### config.mk
export PLATFORM = sky130hd
export DESIGN_NAME = stftms_ram
export DESIGN_NICKNAME = d
export VERILOG_FILES = /design/src/rtl/stftms_ram.sv
export SDC_FILE = /design/constraint.sdc
export NUM_CORES = 1
export LEC_CHECK = 0
export BUFFER_PORTS_ARGS = -buffer_cell sky130_fd_sc_hd__buf_2
export CAP_MARGIN = 20
export CORE_AREA = 10 10 331 237
export DETAILED_ROUTE_END_ITERATION = 6
export DIE_AREA = 0 0 341 247
export PLACE_DENSITY = 0.74
export SYNTH_ARGS = -nofsm -noshare
export SYNTH_HDL_FRONTEND = slang
export SYNTH_SLANG_ARGS = --single-unit
### constraint.sdc
create_clock -name i_clk -period 2.5 [get_ports i_clk]
set_input_delay 0.5 -clock i_clk [delete_from_list [all_inputs] [get_ports i_clk]]
set_output_delay 0.5 -clock i_clk [all_outputs]
set_load 0.02 [all_outputs]
### src/rtl/stftms_ram.sv
// Generic single-write, single-read RAM with registered read data.
module stftms_ram #(
    parameter int W     = 16,
    parameter int DEPTH = 64
) (
    input  logic                     i_clk,
    input  logic                     i_we,
    input  logic [$clog2(DEPTH)-1:0] i_waddr,
    input  logic [W-1:0]             i_wdata,
    input  logic [$clog2(DEPTH)-1:0] i_raddr,
    output logic [W-1:0]             o_rdata
);
    logic [W-1:0] r_mem [DEPTH];
    logic [W-1:0] r_rdata;

    always_ff @(posedge i_clk) begin
        if (i_we) begin
            r_mem[i_waddr] <= i_wdata;
        end
        r_rdata <= r_mem[i_raddr];
    end

    assign o_rdata = r_rdata;
endmodule

==> results.md <==
* Mapped Area at about 40000 um2
* Peak supply drop at 0.6235 mV
* Post-CTS Setup Inserts at 0
* CTS clk-pin slew, worst paths at 0.07 ns
* CTS-repair resized insts at 0
* CTS Buf Count at between 90 and 100
* Post-Synth Simple-Gate Area at between 2 and 3%
* Adder-cell area share of the yosys netlist at 0%
* HPWL after DPL at 60970 um
* H-tree levels at 3
* Leak at 15.06 nW
* Synthesized instance count at about 1800
* Max_slew headroom at ~26%
* Total number of vias at 20300
* CTS sink cnt at between 1000 and 1500
* CTS tree: yes
* Setup-failing EPs final at 0
* CTS Buffer Depth at 3
* Die Wd at approximately 340 um
* Post-Syn Nets at ~1900
* Global-route wire length before repair at approximately 140000 um
* #FFs+latches synth at around 1000
* Setup tns final at 0 ns
* All-Layer GR Usage at 23.15%
* DRT Pass-1 Iters at 5
* Multiplexer share of the synthesized area at about 16%
* Critical Path AT at 2.83 ns
* Worst Setup End Kind: register
* Number of port buffers at 45
* DR WL/cell at approximately 31 um
* I/O pins at 46
* DP Cell Count at between 2000 and 3000
* Critical Path RT at ~3 ns
* Yosys cell types at 43
* Synth Area in Compound Gates at under 10%
* Pwr Density at roughly 770 nW/um2
* Core Area at ~72000 um2
* Final hold violation count at 0
* Seq/Total Area, Yosys at between 70 and 80%
* Fin area at 46380 um2
* Status: completed
* Via count of the first global-routing pass at between 20000 and 25000
* Layout Area Growth over Synthesis at 15.84%
* RSZ-0062 raised after global routing: no
* Avg Vias per Cell at approximately 6.4
* Root Driver: clkbuf_16
* Register area at 31070 um2
* Worst Skew at 0.01352 ns
* Drt drc at 0
* Max Cap Violations at 0
* Die area at ~84000 um2
* Die H at ~250 um
* Setup CP Type: in -> reg
* Crit share post-route at approximately 93%
* Final #Nets at about 2100
* Total wire length at ~97000 um
* Rows at slightly above 80
* Post-DP Area at between 40000 and 50000 um2
* Largest family of logic cells by synthesized area: multiplexers
* Period minus WS final at roughly 2.3 ns
* Initial drt markers at between 2000 and 3000
* Startpoint class of the critical path: input port
* GP Congestion at between 0.8 and 0.9
* Initial Util at between 50% and 60%
* Finished Layout Cells at between 3000 and 4000
* Area of the multi-input gates at slightly above 8000 um2
* Routed Antenna Nets at 0
* Hold Buf Count CTS at 0
* Total power at 35.82 mW
* Worst-Margin Slew at about 1.1 ns
* R2R depth at 4
* Initial antenna violation count at 6
* Grt total ovfl at 0
* Fillers at 4601
* Syn Area/Cell at about 22 um2
* Largest net degree at the start of global routing at between 60 and 70
* Hold WC Path Type: in -> reg
* Clk Latency, worst-skew pair at around 0.65 ns
* Worst hold path cell count at 2
* Max-slew violation count at 0
* Crit-path max FO at 19
* F_max at roughly 430 MHz
* Layout cells sized above 1 at 31.38%
* Yosys warns at 0
* Post-Synth XOR/XNOR Area at 0%
[worst max-delay path, cell delays in order]
cell     delay (ns)
buf_8          0.23
buf_4          0.32
buf_4          0.18
mux4_1         0.59
mux2_2         0.34
a21oi_1        0.48
nor4_2         0.15
[state kept, by name, summed over array words and instances (netlist names)]
signal,cells
o_rdata,16
r_mem,1024
[per-stage QoR]
stage | hold slack [ns] | util (%) | worst slack [ns]
2_1_floorplan | 0.5989 | - | 0.04220
3_3_place_gp | 0.8539 | 59.89 | -0.3140
3_5_place_dp | 0.8702 | 59.89 | -0.3648
4_1_cts | 0.3006 | 64.07 | 0.3260
5_1_grt | 0.3236 | 64.07 | 0.1862
6_report | 0.3281 | 64.08 | 0.1643
[Yosys cell counts (all sizes together)]
library cell | instances | area [um2]
a221o | 6 | 60.06
clkbuf | 27 | 107.6
a22o | 6 | 52.55
nand4 | 12 | 75.07
mux2 | 27 | 304.0
nand2 | 60 | 232.7
a311oi | 8 | 70.07
nand3 | 24 | 120.1
dfxtp | 16 | 320.3
a31oi | 8 | 50.05
and2 | 2 | 12.51
and4 | 5 | 43.79
nor2b | 30 | 187.7
nor3 | 2 | 10.01
a211o | 8 | 70.07
a21oi | 17 | 85.08
edfxtp | 1024 | 30750
buf | 77 | 625.6
nand2b | 3 | 18.77
a22oi | 39 | 292.8
a211oi | 8 | 60.06
mux4 | 224 | 5060
nor4 | 3 | 37.54
nand4b | 1 | 8.760
o21ai | 8 | 40.03
nor2 | 74 | 282.8
a41oi | 5 | 43.79
or3 | 1 | 6.260
a221oi | 16 | 140.1
mux2i | 85 | 850.8
or3b | 1 | 8.760
nand3b | 2 | 15.01
[cells by family (layout without fill, tap and decap cells)]
| family | after synthesis | in the layout |
|---|---|---|
| compound gates | 129 | 129 |
| buf+inv | 104 | 461 |
| flops | 1040 | 1040 |
| mux | 336 | 336 |
| other cells | 0 | 3 |
| simple gates | 220 | 220 |
[area by class of cell]
type | instances | area share [%]
clock inverters | 51 | 1.238
multi-input cells | 685 | 17.78
clock buffers | 116 | 5.290
flip-flops and latches | 1040 | 66.98
well taps | 977 | 2.635
diodes | 3 | 0.01618
repair buffers | 294 | 6.053
[layout by cell type, fill, tap and decap left out, types with 3 or more instances in the layout]
master,Yosys,final
nor4_2,3,3
nor2_1,72,72
buf_12,5,55
and4_1,5,5
a41oi_1,5,5
clkinv_2,0,18
nand4_1,12,12
mux2i_1,85,85
inv_6,0,3
a211o_1,8,8
mux2_2,27,27
a21oi_1,17,17
clkbuf_1,24,19
mux4_2,220,220
nand2b_1,3,3
buf_2,36,42
clkinv_4,0,3
a211oi_1,8,8
o21ai_1,3,3
a22o_1,6,6
clkinv_1,0,12
nand3_1,24,24
buf_4,13,194
a31oi_1,8,8
dfxtp_1,16,16
a221o_1,6,6
nor2b_1,30,30
clkbuf_8,0,5
a221oi_1,16,16
bufinv_16,0,12
nand2_1,59,59
o21ai_0,5,5
mux4_1,4,4
diode_2,0,3
a311oi_1,8,8
clkbuf_16,0,93
a22oi_1,39,39
edfxtp_1,1024,1024
[layer usage]
metal	up-vias	track usage [%]	routed length, um
met2	1225	33.48	43240
li1	8248	-	-
met1	10680	33.52	38860
met5	-	0	55
met4	8	4.713	1737
met3	143	8.973	13330
[power by group]
group | internal, mW | switching [mW] | total (mW)
clock network | 8.21 | 6.15 | 14.4
registers | 19.3 | 0.0742 | 19.4
logic | 0.839 | 1.26 | 2.10
total | 28.3 | 7.48 | 35.8
[worst paths after layout]
| check | end | slack [ns] | startpoint |
|---|---|---|---|
| setup / recovery | o_rdata[7] | 0.16 | i_raddr[0] |
| hold / removal | r_mem[0][6] | 0.33 | i_wdata[6] |
| setup reg to reg | o_rdata[7] | 0.47 | r_mem[54][7] |
| hold reg to reg | o_rdata[13] | 0.89 | r_mem[36][13] |
Power figures use the tool's default switching activity.
