==> src/rtl/stftms_pkg.sv <==
// Shared types, constants and constant ROM tables of the STFT magnitude block.
package stftms_pkg;

    localparam int FFT_LEN   = 64;
    localparam int HALF_LEN  = FFT_LEN / 2;
    localparam int HANN_DEN  = FFT_LEN - 1;
    localparam int IDX_W     = $clog2(FFT_LEN);
    localparam int SEEN_W    = IDX_W + 1;
    localparam int HOP_W     = 11;
    localparam int SAMPLE_W  = 16;
    localparam int WIN_W     = 16;
    localparam int TW_W      = 32;
    localparam int PROD_W    = WIN_W + TW_W;
    localparam int ACC_W     = 53;
    localparam int R15_W     = ACC_W - 30;
    localparam int SQ_W      = 44;
    localparam int MAG_W     = SQ_W / 2;
    localparam int FRAME_W   = 16;
    localparam int BIN_W     = 6;
    localparam int HANN_W    = 17;

    localparam logic [HOP_W-1:0] HOP_RESET = 11'd32;

    localparam longint unsigned PIHALF_Q30 = 64'd1686629713;
    localparam longint          ONE_Q30    = 64'sd1073741824;

    localparam longint unsigned CosDiv [8] = '{2, 12, 30, 56, 90, 132, 182, 240};
    localparam longint unsigned SinDiv [8] = '{6, 20, 42, 72, 110, 156, 210, 272};

    typedef struct packed {
        logic signed [SAMPLE_W-1:0] sample;
        logic                       signal_start;
    } t_in_beat;

    typedef struct packed {
        logic [FRAME_W-1:0] frame_index;
        logic [BIN_W-1:0]   bin_index;
        logic [MAG_W-1:0]   magnitude;
        logic               last_bin;
    } t_out_beat;

    typedef struct packed {
        longint c;
        longint s;
    } t_trig;

    typedef logic signed [TW_W-1:0] t_tw_rom [FFT_LEN];
    typedef logic [HANN_W-1:0]      t_hann_rom [FFT_LEN];

    // Taylor cos/sin of 2*pi*m/d in Q30, d is FFT_LEN or HANN_DEN.
    function automatic t_trig trig(input int unsigned m, input logic hann);
        longint unsigned p;
        longint unsigned r;
        longint unsigned x;
        longint unsigned x2;
        longint unsigned tc;
        longint unsigned ts;
        longint          c;
        longint          s;
        logic [1:0]      quad;
        t_trig           res;
        int              i;
        if (hann) begin
            p = ((64'(m % HANN_DEN) << 32) + HANN_DEN / 2) / HANN_DEN;
        end else begin
            p = ((64'(m % FFT_LEN) << 32) + FFT_LEN / 2) / FFT_LEN;
        end
        p    = p & 64'hFFFF_FFFF;
        quad = p[31:30];
        r    = p & 64'h3FFF_FFFF;
        x    = (r * PIHALF_Q30 + (64'd1 << 29)) >> 30;
        x2   = (x * x) >> 30;
        tc   = 64'(ONE_Q30);
        ts   = x;
        c    = longint'(tc);
        s    = longint'(ts);
        for (i = 0; i < 8; i++) begin
            tc = ((tc * x2) >> 30) / CosDiv[i];
            ts = ((ts * x2) >> 30) / SinDiv[i];
            if (i % 2 == 0) begin
                c = c - longint'(tc);
                s = s - longint'(ts);
            end else begin
                c = c + longint'(tc);
                s = s + longint'(ts);
            end
        end
        if (c > ONE_Q30) c = ONE_Q30;
        if (c < -ONE_Q30) c = -ONE_Q30;
        if (s > ONE_Q30) s = ONE_Q30;
        if (s < -ONE_Q30) s = -ONE_Q30;
        case (quad)
            2'd0:    begin res.c = c;  res.s = s;  end
            2'd1:    begin res.c = -s; res.s = c;  end
            2'd2:    begin res.c = -c; res.s = -s; end
            default: begin res.c = s;  res.s = -c; end
        endcase
        return res;
    endfunction

    function automatic t_tw_rom build_cos();
        t_tw_rom rom;
        t_trig   t;
        for (int n = 0; n < FFT_LEN; n++) begin
            t      = trig(n, 1'b0);
            rom[n] = TW_W'(t.c);
        end
        return rom;
    endfunction

    function automatic t_tw_rom build_sin();
        t_tw_rom rom;
        t_trig   t;
        for (int n = 0; n < FFT_LEN; n++) begin
            t      = trig(n, 1'b0);
            rom[n] = TW_W'(t.s);
        end
        return rom;
    endfunction

    function automatic t_hann_rom build_hann();
        t_hann_rom rom;
        t_trig     t;
        for (int n = 0; n < FFT_LEN; n++) begin
            t      = trig(n, 1'b1);
            rom[n] = HANN_W'((ONE_Q30 - t.c + 64'sd32768) >>> 16);
        end
        return rom;
    endfunction

    localparam t_tw_rom   COS_ROM  = build_cos();
    localparam t_tw_rom   SIN_ROM  = build_sin();
    localparam t_hann_rom HANN_ROM = build_hann();

endpackage

==> src/rtl/stftms_isqrt.sv <==
// Iterative integer square root, one result bit per cycle.
module stftms_isqrt
    import stftms_pkg::*;
#(
    parameter int RAD_W = SQ_W
) (
    input  logic                 i_clk,
    input  logic                 i_rst_n,
    input  logic                 i_start,
    input  logic [RAD_W-1:0]     i_radicand,
    output logic                 o_done,
    output logic [RAD_W/2-1:0]   o_root
);
    localparam int ROOT_W = RAD_W / 2;
    localparam int REM_W  = ROOT_W + 3;
    localparam int CNT_W  = $clog2(ROOT_W);

    logic [RAD_W-1:0]  r_rad;
    logic [REM_W-1:0]  r_rem;
    logic [ROOT_W-1:0] r_root;
    logic [CNT_W-1:0]  r_cnt;
    logic              r_busy;
    logic              r_done;

    logic [REM_W-1:0]  n_rem_sh;
    logic [REM_W-1:0]  n_trial;
    logic              n_fit;

    always_comb begin
        n_rem_sh = {r_rem[REM_W-3:0], r_rad[RAD_W-1 -: 2]};
        n_trial  = REM_W'({r_root, 2'b01});
        n_fit    = (n_rem_sh >= n_trial);
    end

    always_ff @(posedge i_clk) begin
        if (!i_rst_n) begin
            r_busy <= 1'b0;
            r_done <= 1'b0;
            r_cnt  <= '0;
        end else begin
            r_done <= r_busy && !i_start && (r_cnt == CNT_W'(ROOT_W - 1));
            if (i_start) begin
                r_busy <= 1'b1;
                r_cnt  <= '0;
            end else if (r_busy) begin
                r_cnt <= r_cnt + CNT_W'(1);
                if (r_cnt == CNT_W'(ROOT_W - 1)) begin
                    r_busy <= 1'b0;
                end
            end
        end
    end

    always_ff @(posedge i_clk) begin
        if (i_start) begin
            r_rad  <= i_radicand;
            r_rem  <= '0;
            r_root <= '0;
        end else if (r_busy) begin
            r_rad <= {r_rad[RAD_W-3:0], 2'b00};
            if (n_fit) begin
                r_rem  <= n_rem_sh - n_trial;
                r_root <= {r_root[ROOT_W-2:0], 1'b1};
            end else begin
                r_rem  <= n_rem_sh;
                r_root <= {r_root[ROOT_W-2:0], 1'b0};
            end
        end
    end

    assign o_done = r_done;
    assign o_root = r_root;

    assert property (@(posedge i_clk) disable iff (!i_rst_n) r_done |-> !r_busy)
        else $error("isqrt done while busy");
    assert property (@(posedge i_clk) disable iff (!i_rst_n)
        (r_busy && !i_start) |=> (r_busy || r_done))
        else $error("isqrt stopped without done");
    assert property (@(posedge i_clk) disable iff (!i_rst_n) i_start |=> r_busy)
        else $error("isqrt start not taken");
endmodule

==> config.mk <==
export PLATFORM = sky130hd
export DESIGN_NAME = stftms_isqrt
export DESIGN_NICKNAME = d
export VERILOG_FILES = /design/src/rtl/stftms_pkg.sv /design/src/rtl/stftms_isqrt.sv
export SDC_FILE = /design/constraint.sdc
export NUM_CORES = 1
export LEC_CHECK = 0
export BUFFER_PORTS_ARGS = -buffer_cell sky130_fd_sc_hd__buf_4
export CAP_MARGIN = 30
export CORE_UTILIZATION = 40
export DETAILED_ROUTE_END_ITERATION = 8
export PLACE_DENSITY = 0.56
export SLEW_MARGIN = 0
export SYNTH_ARGS = -nofsm -noshare
export SYNTH_HDL_FRONTEND = slang
export SYNTH_SLANG_ARGS = --single-unit
==> constraint.sdc <==
create_clock -name i_clk -period 3 [get_ports i_clk]
set_input_delay 0.15 -clock i_clk [delete_from_list [all_inputs] [get_ports i_clk]]
set_output_delay 0.15 -clock i_clk [all_outputs]
set_load 0.05 [all_outputs]
==> metrics.csv <==
stage,metric,value,unit
sta,report.final.setup_viol,0,
place,dp_cells,742,
detailed_routing,drt-initial-drc-count,271,
detailed_routing,dr_wl_met3,499,um
sta,slew_headroom,59.1,%
cts,cts_buffer_depth,2,
cts,cts-buffers-inserted,9,
hold_path,hold_class,in -> reg,
pwr,power_switching,2520,uW
outcome,status,"finished, final reports clean",
global_route,grt_max_degree,45,
cts,cts_hold_buf,0,
detailed_routing,wire_per_inst,15.3,um
pwr,power,5970,uW
cts,cts_root_buf,clkbuf_16,
die,io_pins,70,
sta,final_hold_viol_count,0,
cts,htreeDepth,3,
pwr,p_leak,0.00252,uW
cells_and_area,layout_commonest_cell,buf_4,
pwr,p_per_area,943,nW/um^2
cells_and_area,layout.cells.non_filler,760,
sta,setup_slack,0.143,ns
place,gp_congestion,0.834,
global_route,antenna_found_initial,0,
pwr,power.internal,3450,uW
place,pre_cts_slack,0.189,ns
cts,cts_tree,done,
die,core.rowCount,41,
cells_and_area,drive_gt1_share,27.9,%
yosys,ys_seq_area_share,44.3,%
yosys,synth_cell_types,54,
yosys,syn_nets,590,
die,die_y,117,um
pwr,comb_power_share,52.8,%
yosys,synth_top_area_cell,edfxtp_1,
global_route,overflow,0,
die,design.core.area,12800,sq um
die,die_x,117,um
cells_and_area,area_growth,18.8,%
global_route,grt_use_total,17.6,%
yosys,netlist_area,5330,sq um
cells_and_area,fin_util,49.4,%
pwr,peakVddDrop,0.840,mV
yosys,synth_ff_type,dfxtp_1,
die,die-area,13800,sq um
critical_path,cp_max_fo,10,
cts,path_clk_slew,0.07,ns
die,start_util,41.6,%
critical_path,path_class,reg -> reg,
sta,final.setup.tns,0,ns
yosys,synth_area_per_cell,10.3,sq um
detailed_routing,drt-met1-wl,5570,um
sta,fin_crit_sh,95.2,%
place,io_buffers,69,
detailed_routing,drt_first_pass_iters,5,
job,cap_viol_max_count,0,
global_route,grt_pass1_vias,3861,
cells_and_area,n_fill_cell,1192,
cts,clk-insertion-delay-late,0.35,ns
sta,fin_skew,0.00954,ns
sta,max_freq,0.350,GHz
pwr,sequentialPowerShare,28.3,%
sta,rsz0062_at_grt,true,
pwr,switching_share,42.2,%
detailed_routing,route.detailed.drc,0,
critical_path,end_kind,register,
yosys,ys_ff_latch,96,
detailed_routing,via_per_inst,5.22,
critical_path,critPathArrivalTime,3.12,ns
sta,fin_crit,2.86,ns
detailed_routing,ant_nets,0,
sta,tightest_slew,0.608,ns
yosys,synth_edf_count,44,
yosys,yosysTopAreaCellShare,24.8,%
detailed_routing,wl_met2,5330,um
cts,cts_sinks,96,
detailed_routing,wl,11600,um
cells_and_area,diodes,0,
sta,drv_slew,0,
detailed_routing,highest_layer,met4,
pwr,p_clk_share,19.0,%
yosys,yosys_warnings,0,
cells_and_area,final_cell_mix,"buf_4, nor2_1, dfxtp_1",
yosys,synth_cells,517,
place,dpl.hpwl,7980,um
detailed_routing,detailroute.via_count,3965,
global_route,grt_pass1_wl,19400,um
critical_path,crit_required,3.26,ns
yosys,synthArstFlopShare,0,%
yosys,synth.area.top_cells,"edfxtp_1, dfxtp_1, mux2_2, ha_1, mux2i_1",
cells_and_area,final_nets,656,
cts,ctsResizeCount,0,
critical_path,startpoint_type,register,
synth_stat cells, types with 2 or more instances:
| master | n |
|---|---|
| nand3_1 | 13 |
| inv_1 | 36 |
| o311ai_0 | 2 |
| and3_1 | 5 |
| nand4b_1 | 2 |
| o21ai_1 | 4 |
| xor2_1 | 11 |
| mux2_2 | 42 |
| o31ai_1 | 2 |
| nand2_2 | 6 |
| a31oi_1 | 3 |
| a21o_1 | 4 |
| nor3_1 | 3 |
| o211ai_1 | 3 |
| nor2b_1 | 8 |
| a32oi_1 | 4 |
| a311oi_2 | 10 |
| nand4_1 | 8 |
| clkbuf_1 | 15 |
| nand2b_1 | 5 |
| edfxtp_1 | 44 |
| xnor2_1 | 12 |
| and2_1 | 7 |
| or3_1 | 2 |
| dfxtp_1 | 52 |
| ha_1 | 26 |
| nor2_1 | 58 |
| nand2_1 | 31 |
| buf_6 | 2 |
| a21oi_1 | 20 |
| a211oi_1 | 6 |
| buf_2 | 3 |
| mux2i_1 | 27 |
| o21ai_0 | 17 |
| buf_1 | 4 |
| a31oi_4 | 2 |
critical path: stages (launching register included):
cell	delay (ns)
dfxtp_1	0.38
inv_1	0.06
ha_1	0.39
nand4_1	0.19
a221oi_2	0.23
a211oi_2	0.12
a31oi_4	0.27
a31oi_4	0.15
o21ai_4	0.40
clkbuf_8	0.28
nand2_2	0.06
a311oi_2	0.24
cell families (layout without fill, tap and decap cells):
kind of cell               after synthesis  after routing  synth area share, %
AOI/OAI and AO/OA                       91             91                 13.5
xor gates and xnor gates                23             23                 3.78
adders and majority gates               26             26                 6.10
buffers and inverters                   61            132                 4.86
DFF                                     96             96                 44.3
muxes                                   69             69                 13.9
and+or+nand+nor                        151            151                 13.5
final timing paths:
check | cells past startpoint | to | slack (ns) | from
setup / recovery | 11 | r_rem[6]$_SDFFE_PP0P_ | 0.14 | o_root[6]$_SDFFE_PP0P_
hold / removal | 3 | r_busy$_SDFF_PN0_ | 0.05 | i_rst_n
setup reg to reg | 11 | r_rem[6]$_SDFFE_PP0P_ | 0.14 | o_root[6]$_SDFFE_PP0P_
hold reg to reg | 2 | r_rem[0]$_SDFFE_PP0P_ | 0.48 | r_rem[0]$_SDFFE_PP0P_
per-layer routing:
metal | vias up | GRT usage (%)
li1 | 1994 | -
met1 | 1873 | 23.8
met2 | 81 | 27.6
met3 | 17 | 3.45
met4 | 0 | 6.98
met5 | - | 0
through the flow:
stage | hold WS, ns | cell area [sq um]
3_5_place_dp | 0.421 | 6020
3_3_place_gp | 0.400 | 6020
4_1_cts | 0.0433 | 6310
5_1_grt | 0.0782 | 6330
6_report | 0.0530 | 6330
2_1_floorplan | 0.286 | 5330
flip-flops by register name, summed over array words and instances, names as in the netlist:
register,cells
r_rem,23
r_busy,1
o_root,22
r_cnt,5
r_rad,44
o_done,1
layout make-up:
cell class	instances	area, sq um	area share, %
Clock buffer	9	225	3.56
Clock inverter	7	62.6	0.988
Inverter	36	135	2.13
Multi-Input combinational cell	360	2710	42.8
Sequential cell	96	2360	37.3
Tap cell	172	215	3.40
Timing Repair Buffer	80	619	9.78
power by group through the flow:
| stage | clock network, uW | logic, uW | registers [uW] |
|---|---|---|---|
| global placement | 0 | 2960 | 1720 |
| CTS | 1150 | 3010 | 1690 |
| finish | 1130 | 3150 | 1690 |
| detailed placement | 0 | 2990 | 1720 |
| floorplan | 0 | 2510 | 1680 |
| global route | 1210 | 3460 | 1710 |
what timing repair did:
action,4_1_cts,5_1_grt
hold endpoints to repair,0,0
endpoints found under the setup margin,0,4
setup buffers,0,2
Note: power is estimated with default switching activity, not from simulation.
